$ cat config.mk
export PLATFORM = sky130hd
export DESIGN_NAME = best_fit_task_partitioner_unit
export DESIGN_NICKNAME = d
export VERILOG_FILES = /design/src/bftp_pkg.sv /design/src/bftp_load_bank.sv /design/src/best_fit_task_partitioner_unit.sv
export SDC_FILE = /design/constraint.sdc
export NUM_CORES = 1
export LEC_CHECK = 0
export BUFFER_PORTS_ARGS = -buffer_cell sky130_fd_sc_hd__buf_2
export CAP_MARGIN = 20
export CORE_MARGIN = 2
export CORE_UTILIZATION = 60
export DETAILED_ROUTE_END_ITERATION = 6
export MAX_ROUTING_LAYER = met4
export PLACE_DENSITY = 0.88
export SLEW_MARGIN = 5
export SYNTH_ARGS = -nofsm -noshare
export SYNTH_HDL_FRONTEND = slang
export SYNTH_SLANG_ARGS = --single-unit
$ cat constraint.sdc
create_clock -name clock -period 10.87 [get_ports clock]
set_input_delay 0.5435 -clock clock [delete_from_list [all_inputs] [get_ports clock]]
set_output_delay 0.5435 -clock clock [all_outputs]
set_load 0.01 [all_outputs]
$ cat src/bftp_pkg.sv
`timescale 1ns / 1ps

package bftp_pkg;

   localparam int LOAD_W = 17;
   localparam int SUM_W = LOAD_W + 1;
   localparam int STATUS_W = 2;
   localparam int PIDX_W = 3;
   localparam int CFG_W = 4;

   localparam logic [LOAD_W-1:0] ONE_FIXED = 17'h10000;
   localparam logic [CFG_W-1:0] ACTIVE_RESET = 4'd4;

   typedef enum logic [STATUS_W-1:0] {
      STATUS_PLACED  = 2'd0,
      STATUS_NOFIT   = 2'd1,
      STATUS_SKIPPED = 2'd2,
      STATUS_CLEARED = 2'd3
   } status_type;

   typedef enum logic [1:0] {
      S_IDLE,
      S_SCAN,
      S_DONE
   } state_type;

   typedef struct packed {
      logic clear;
      logic write;
   } bank_cmd_type;

endpackage

$ cat src/bftp_load_bank.sv
`timescale 1ns / 1ps

module bftp_load_bank #(
   parameter int DEPTH = 8,
   parameter int IDX_W = 3
) (
   input  logic                        clock,
   input  logic                        reset,
   input  bftp_pkg::bank_cmd_type      cmd,
   input  logic [IDX_W-1:0]            wr_idx,
   input  logic [bftp_pkg::LOAD_W-1:0] wr_data,
   input  logic [IDX_W-1:0]            rd_idx,
   output logic [bftp_pkg::LOAD_W-1:0] rd_data
);
   import bftp_pkg::*;

   logic [LOAD_W-1:0] load_ff [DEPTH];

   always_ff @(posedge clock) begin
      if (reset || cmd.clear) begin
         load_ff <= '{default: '0};
      end else if (cmd.write) begin
         load_ff[wr_idx] <= wr_data;
      end
   end

   assign rd_data = load_ff[rd_idx];

endmodule

$ cat src/best_fit_task_partitioner_unit.sv
// Order: a task is scanned over each active partition in turn in S_SCAN, and its result is
// registered from S_DONE; a clear, a task while stopped, or a task with no active partition
// goes straight from S_IDLE to S_DONE. A stalled result holds the block until it is taken.
// req_stall is high whenever the block is out of S_IDLE, so a new task is taken only after
// the result of the one before it has been registered.
// Reset clears all partition loads and the stop flag and sets active_partitions to 4.
`timescale 1ns / 1ps

module best_fit_task_partitioner_unit #(
   parameter int MAX_PARTITIONS = 8
) (
   input  logic                          clock,
   input  logic                          reset,
   input  logic                          csr_valid,
   output logic                          csr_ready,
   input  logic [bftp_pkg::CFG_W-1:0]    csr_active_partitions,
   input  logic                          req_valid,
   output logic                          req_stall,
   input  logic                          req_mode,
   input  logic [bftp_pkg::LOAD_W-1:0]   req_utilization,
   output logic                          rsp_valid,
   input  logic                          rsp_stall,
   output logic [bftp_pkg::STATUS_W-1:0] rsp_status,
   output logic [bftp_pkg::PIDX_W-1:0]   rsp_partition_index,
   output logic [bftp_pkg::LOAD_W-1:0]   rsp_new_load
);
   import bftp_pkg::*;

   localparam int IDX_W = (MAX_PARTITIONS > 1) ? $clog2(MAX_PARTITIONS) : 1;
   localparam int CNT_W = $clog2(MAX_PARTITIONS + 1);

   state_type state_ff, state_in;
   logic [CFG_W-1:0] active_ff, active_in;
   logic stopped_ff, stopped_in;
   logic mode_ff, mode_in;
   logic [LOAD_W-1:0] util_ff, util_in;
   logic [CNT_W-1:0] count_ff, count_in;
   logic [IDX_W-1:0] idx_ff, idx_in;
   logic [IDX_W-1:0] best_idx_ff, best_idx_in;
   logic [SUM_W-1:0] best_sum_ff, best_sum_in;
   logic rsp_valid_ff, rsp_valid_in;
   status_type rsp_status_ff, rsp_status_in;
   logic [PIDX_W-1:0] rsp_index_ff, rsp_index_in;
   logic [LOAD_W-1:0] rsp_load_ff, rsp_load_in;

   logic accept;
   logic out_free;
   logic last;
   logic better;
   logic found;
   logic [CNT_W-1:0] sat_count;
   logic [SUM_W-1:0] sum;
   logic [LOAD_W-1:0] rd_data;
   bank_cmd_type bank_cmd;

   assign csr_ready = !reset;
   assign req_stall = reset || (state_ff != S_IDLE);
   assign accept = req_valid && !req_stall;
   assign out_free = !rsp_valid_ff || !rsp_stall;

   assign sat_count = ({1'b0, active_ff} > (CFG_W + 1)'(MAX_PARTITIONS))
                      ? CNT_W'(MAX_PARTITIONS) : CNT_W'(active_ff);
   assign last = (CNT_W'(idx_ff) + CNT_W'(1)) == count_ff;

   assign sum = SUM_W'(rd_data) + SUM_W'(util_ff);
   assign better = (sum <= SUM_W'(ONE_FIXED)) && (sum > best_sum_ff);
   assign found = best_sum_ff != '0;

   bftp_load_bank #(
      .DEPTH (MAX_PARTITIONS),
      .IDX_W (IDX_W)
   ) u_bank (
      .clock   (clock),
      .reset   (reset),
      .cmd     (bank_cmd),
      .wr_idx  (best_idx_ff),
      .wr_data (best_sum_ff[LOAD_W-1:0]),
      .rd_idx  (idx_ff),
      .rd_data (rd_data)
   );

   always_comb begin
      state_in = state_ff;
      unique case (state_ff)
         S_IDLE: begin
            if (accept) begin
               if (req_mode || stopped_ff || (sat_count == '0)) begin
                  state_in = S_DONE;
               end else begin
                  state_in = S_SCAN;
               end
            end
         end
         S_SCAN: begin
            if (last) begin
               state_in = S_DONE;
            end
         end
         S_DONE: begin
            if (out_free) begin
               state_in = S_IDLE;
            end
         end
         default: state_in = S_IDLE;
      endcase
   end

   always_comb begin
      active_in = active_ff;
      stopped_in = stopped_ff;
      mode_in = mode_ff;
      util_in = util_ff;
      count_in = count_ff;
      idx_in = idx_ff;
      best_idx_in = best_idx_ff;
      best_sum_in = best_sum_ff;
      rsp_valid_in = rsp_valid_ff && rsp_stall;
      rsp_status_in = rsp_status_ff;
      rsp_index_in = rsp_index_ff;
      rsp_load_in = rsp_load_ff;
      bank_cmd = '0;

      if (csr_valid && csr_ready) begin
         active_in = csr_active_partitions;
      end

      unique case (state_ff)
         S_IDLE: begin
            if (accept) begin
               mode_in = req_mode;
               util_in = req_utilization;
               count_in = sat_count;
               idx_in = '0;
               best_idx_in = '0;
               best_sum_in = '0;
            end
         end
         S_SCAN: begin
            if (better) begin
               best_sum_in = sum;
               best_idx_in = idx_ff;
            end
            idx_in = idx_ff + IDX_W'(1);
         end
         S_DONE: begin
            if (out_free) begin
               rsp_valid_in = 1'b1;
               rsp_index_in = '0;
               rsp_load_in = '0;
               if (mode_ff) begin
                  bank_cmd.clear = 1'b1;
                  stopped_in = 1'b0;
                  rsp_status_in = STATUS_CLEARED;
               end else if (stopped_ff) begin
                  rsp_status_in = STATUS_SKIPPED;
               end else if (!found) begin
                  stopped_in = 1'b1;
                  rsp_status_in = STATUS_NOFIT;
               end else begin
                  bank_cmd.write = 1'b1;
                  rsp_status_in = STATUS_PLACED;
                  rsp_index_in = PIDX_W'(best_idx_ff);
                  rsp_load_in = best_sum_ff[LOAD_W-1:0];
               end
            end
         end
         default: ;
      endcase
   end

   always_ff @(posedge clock) begin
      if (reset) begin
         state_ff <= S_IDLE;
         active_ff <= ACTIVE_RESET;
         stopped_ff <= 1'b0;
         rsp_valid_ff <= 1'b0;
      end else begin
         state_ff <= state_in;
         active_ff <= active_in;
         stopped_ff <= stopped_in;
         rsp_valid_ff <= rsp_valid_in;
      end
   end

   always_ff @(posedge clock) begin
      mode_ff <= mode_in;
      util_ff <= util_in;
      count_ff <= count_in;
      idx_ff <= idx_in;
      best_idx_ff <= best_idx_in;
      best_sum_ff <= best_sum_in;
      rsp_status_ff <= rsp_status_in;
      rsp_index_ff <= rsp_index_in;
      rsp_load_ff <= rsp_load_in;
   end

   assign rsp_valid = rsp_valid_ff;
   assign rsp_status = rsp_status_ff;
   assign rsp_partition_index = rsp_index_ff;
   assign rsp_new_load = rsp_load_ff;

endmodule

==> summary.txt <==
Slowest-stage cell, CP - o21ai_2
Final-report setup violation count - 0
Initial antenna violation count - 0
Hold path depth - 1
Reg2Reg Setup Slack - 4.67 ns
Post-CTS Resized - 0
Leakage power - 0.004130 uW
WHS - 0.2127 ns
#FFs+latches synth - 212
Largest stage delay, worst path - 0.85 ns
Max-Cap Viols - 0
Clock Latency Late Sink - 0.51 ns
Vias in the first global route - 7,902
Worst path cell trace - buf_4 > mux4_2 > mux2i_1 > inv_1 > ha_1 > a211oi_1 > o211ai_1 > nand3_1 > nand3_1 > a21oi_1 > xor2_1 > inv_1 > ha_1 > nand4_1 > a211o_1 > o2111ai_1 > nand3_1 > o21ai_2
Pint - 1346 uW
Min-delay src - req_utilization[4]
CTS buffer count - 22
Critical path type - register to register
CTS root buffer - clkbuf_16
CP Max Fanout - 34
Top cell type's share of synthesized area - 0.2850
Post-Syn Area - 10,110 um2
First-pass GRT wire length - 41,380 um
Storage element area - 4925 um2
GPL Wtd Cong - 0.9786
Avg Cell Area, Syn - 9.568 um2
Worst VDD drop - 142.4 uV
Crit path DAT - 6.31 ns
Setup repair bufs after CTS - 0
RSZ-0062 raised after global routing - no
Most used DFF post-synth - dfxtp_1
Total track usage - 0.3026
R2R Path Start - idx_ff[0]
FP Rows - 47
Clock transition at path regs - 0.06 ns
WL per Instance - 20.57 um
Die ar. - 17,910 um2
Initial core utilization - 0.6120
ANT nets after route - 0
CTS tree - yes
WP data required - 10.99 ns
Fill count - 1,113
Fin crit period - 6.196 ns
DRC Markers - 0
Worst min-delay path class - input pin to register
CTS H-tree depth - 1
Worst Hold End - util_ff[4]
Layout cells sized above 1 - 0.1536
Syn_nets - 1,121
GRT overflow - 0
Clk sink count - 212
Crit path max-delay family - compound AO/OA/AOI/OAI gates
Multi-input gate area - 4673 um2
Via count - 8,247
Most common cell in the synthesized netlist - nand2_1
Worst slew pin tran - 1.054 ns
Post-synth top cells - nand2_1 (224), dfxtp_1 (144), a21oi_1 (139), nor2_1 (97), edfxtp_1 (68)
Unique masters post-synth - 65
Pwr Density - 164.7 nW/um2
DIE WIDTH - 133.8 um
Die H - 133.8 um
Post-synth top area cell - dfxtp_1
TNS Setup - 0 ns
Port Buffer Count - 51
First drt pass iteration count - 5
Period utilisation layout - 0.5700
Post-synth EDFFs - 68
Final WL - 26,770 um
Final layout net count - 1,129
Area grow syn2layout - 9.278%
Most frequent CP cell - nand3_1
Final Hold Viols - 0
Mapped Cells - 1,057
Hold_buf cts - 0
Worst setup SP type - register
Relative slew slack - 0.2973
RR Endpoint - best_sum_ff[10]
Clk pwr share - 0.405
Post-synth ARST share - 0
Largest net degree at the start of global routing - 101
Setup crit end kind - register
Detailed Route Iter0 Violations - 906
Slew Limit Fails - 0
Flop pwr share - 0.485
Psw - 473.8 uW
DR vias/cell - 6.339
Reg2Reg Depth - 18
I/O Pins - 52
Post-Route Skew - 0.01504 ns
Top cells by area, synth - dfxtp_1 (29%), edfxtp_1 (20%), nand2_1 (8.3%), mux4_2 (7.6%), a21oi_1 (6.9%)
HPWL after DPL - 16,410 um
Diode count - 0
Status - finished clean
Core ar. - 16,520 um2
Sequential share of the synthesized area - 0.4869
Buf/Inv on CP - 3
Switching Fraction - 0.2603
Synthesis Warnings - 0
Fmax - 161.4 MHz
Maximum clock path buffer count - 3
Combinational share of power - 0.109
==> cells in the final DEF, fill, tap and decap left out, types with 5 or more instances in the layout <==
master	synthesis	final
and2_1	15	15
and3_1	13	13
mux4_2	34	34
clkbuf_16	0	24
nor2b_1	7	7
dfxtp_1	144	144
clkbuf_1	44	5
nand2_1	224	223
nand3_1	12	12
xnor2_1	6	6
buf_2	17	51
o2111ai_1	5	5
a21oi_1	139	139
ha_1	36	36
nand4_1	6	6
buf_4	7	8
a21o_1	9	9
o21ai_0	9	9
nor3_1	10	10
mux2i_1	23	23
edfxtp_1	68	68
xor2_1	6	6
clkinv_2	0	6
inv_1	38	38
nor2_1	97	97
mux2_2	16	16
==> how the worst max path moves through the flow <==
stage | slack, ns | cells after the start | start | to
2_1_floorplan | 4.91 | 21 | idx_ff[1] | best_idx_ff[0]
3_3_place_gp | 5.07 | 17 | idx_ff[0] | best_sum_ff[3]
3_5_place_dp | 4.87 | 18 | idx_ff[0] | best_idx_ff[0]
4_1_cts | 4.79 | 18 | idx_ff[0] | best_sum_ff[10]
5_1_grt | 4.30 | 18 | idx_ff[0] | best_sum_ff[9]
6_report | 4.67 | 18 | idx_ff[0] | best_sum_ff[10]
==> power by group through the flow <==
stage          Sequential, uW  Combinational [uW]  Clock, uW
4_1_cts                   882                 196        734
3_3_place_gp              897                 188          0
5_1_grt                   885                 214        770
2_1_floorplan             883                 149          0
3_5_place_dp              898                 194          0
6_report                  883                 199        738
==> metrics by stage <==
stage | instances | utilization | total power (uW) | cell area (um2) | setup slack (ns)
final | 1301 | 0.6688 | 1820 | 11050 | 4.674
after detailed placement | 1261 | 0.6261 | 1092 | 10350 | 4.871
after global routing | 1301 | 0.6688 | 1869 | 11050 | 4.300
after global placement | 1261 | 0.6261 | 1085 | 10350 | 5.067
after floorplan | 1057 | - | 1032 | 10110 | 4.913
after CTS | 1301 | 0.6688 | 1811 | 11050 | 4.789
==> state kept, by name (all words and copies together) (netlist names) <==
signal,flops
util_ff,17
rsp_status,2
best_sum_ff,18
rsp_partition_index,3
rsp_new_load,17
rsp_valid,1
stopped_ff,1
count_ff,4
active_ff,4
best_idx_ff,3
mode_ff,1
idx_ff,3
state_ff,2
u_bank.load_ff,136
==> layout make-up <==
class / count / area share
clock buffer: 32 / 0.05978
clock inverter: 8 / 0.004076
inverter: 42 / 0.01426
multi-input combinational: 728 / 0.4228
sequential: 212 / 0.4456
tap: 220 / 0.02491
timing repair buffer: 59 / 0.02853
==> layer usage <==
layer | up-vias | wire (um) | GRT usage | share of wire
li1 | 3673 | - | - | -
met1 | 3886 | 9937 | 0.3725 | 0.37
met2 | 539 | 12570 | 0.4821 | 0.47
met3 | 149 | 2719 | 0.05253 | 0.10
met4 | 0 | 1543 | 0.1572 | 0.058
met5 | - | 0 | - | 0
==> kinds of logic (layout without fill, tap and decap cells) <==
kind of cell / Yosys count / after routing / share of synthesized area
DFF: 212 / 212 / 0.4869
AOI/OAI and AO/OA: 192 / 192 / 0.1076
and+or+nand+nor: 414 / 414 / 0.1796
buffers and inverters: 117 / 141 / 0.05258
adders and majority gates: 37 / 37 / 0.04652
muxes: 73 / 73 / 0.1163
xor gates and xnor gates: 12 / 12 / 0.01039
==> worst reg2reg max path, stage by stage (launching register included) <==
cell,delay (ns)
edfxtp_1,0.43
buf_4,0.57
mux4_2,0.64
mux2i_1,0.43
inv_1,0.09
ha_1,0.29
a211oi_1,0.50
o211ai_1,0.26
nand3_1,0.19
nand3_1,0.08
a21oi_1,0.19
xor2_1,0.24
inv_1,0.07
ha_1,0.30
nand4_1,0.16
a211o_1,0.30
o2111ai_1,0.08
nand3_1,0.12
o21ai_2,0.85
Note: power is estimated with default switching activity, not from simulation.
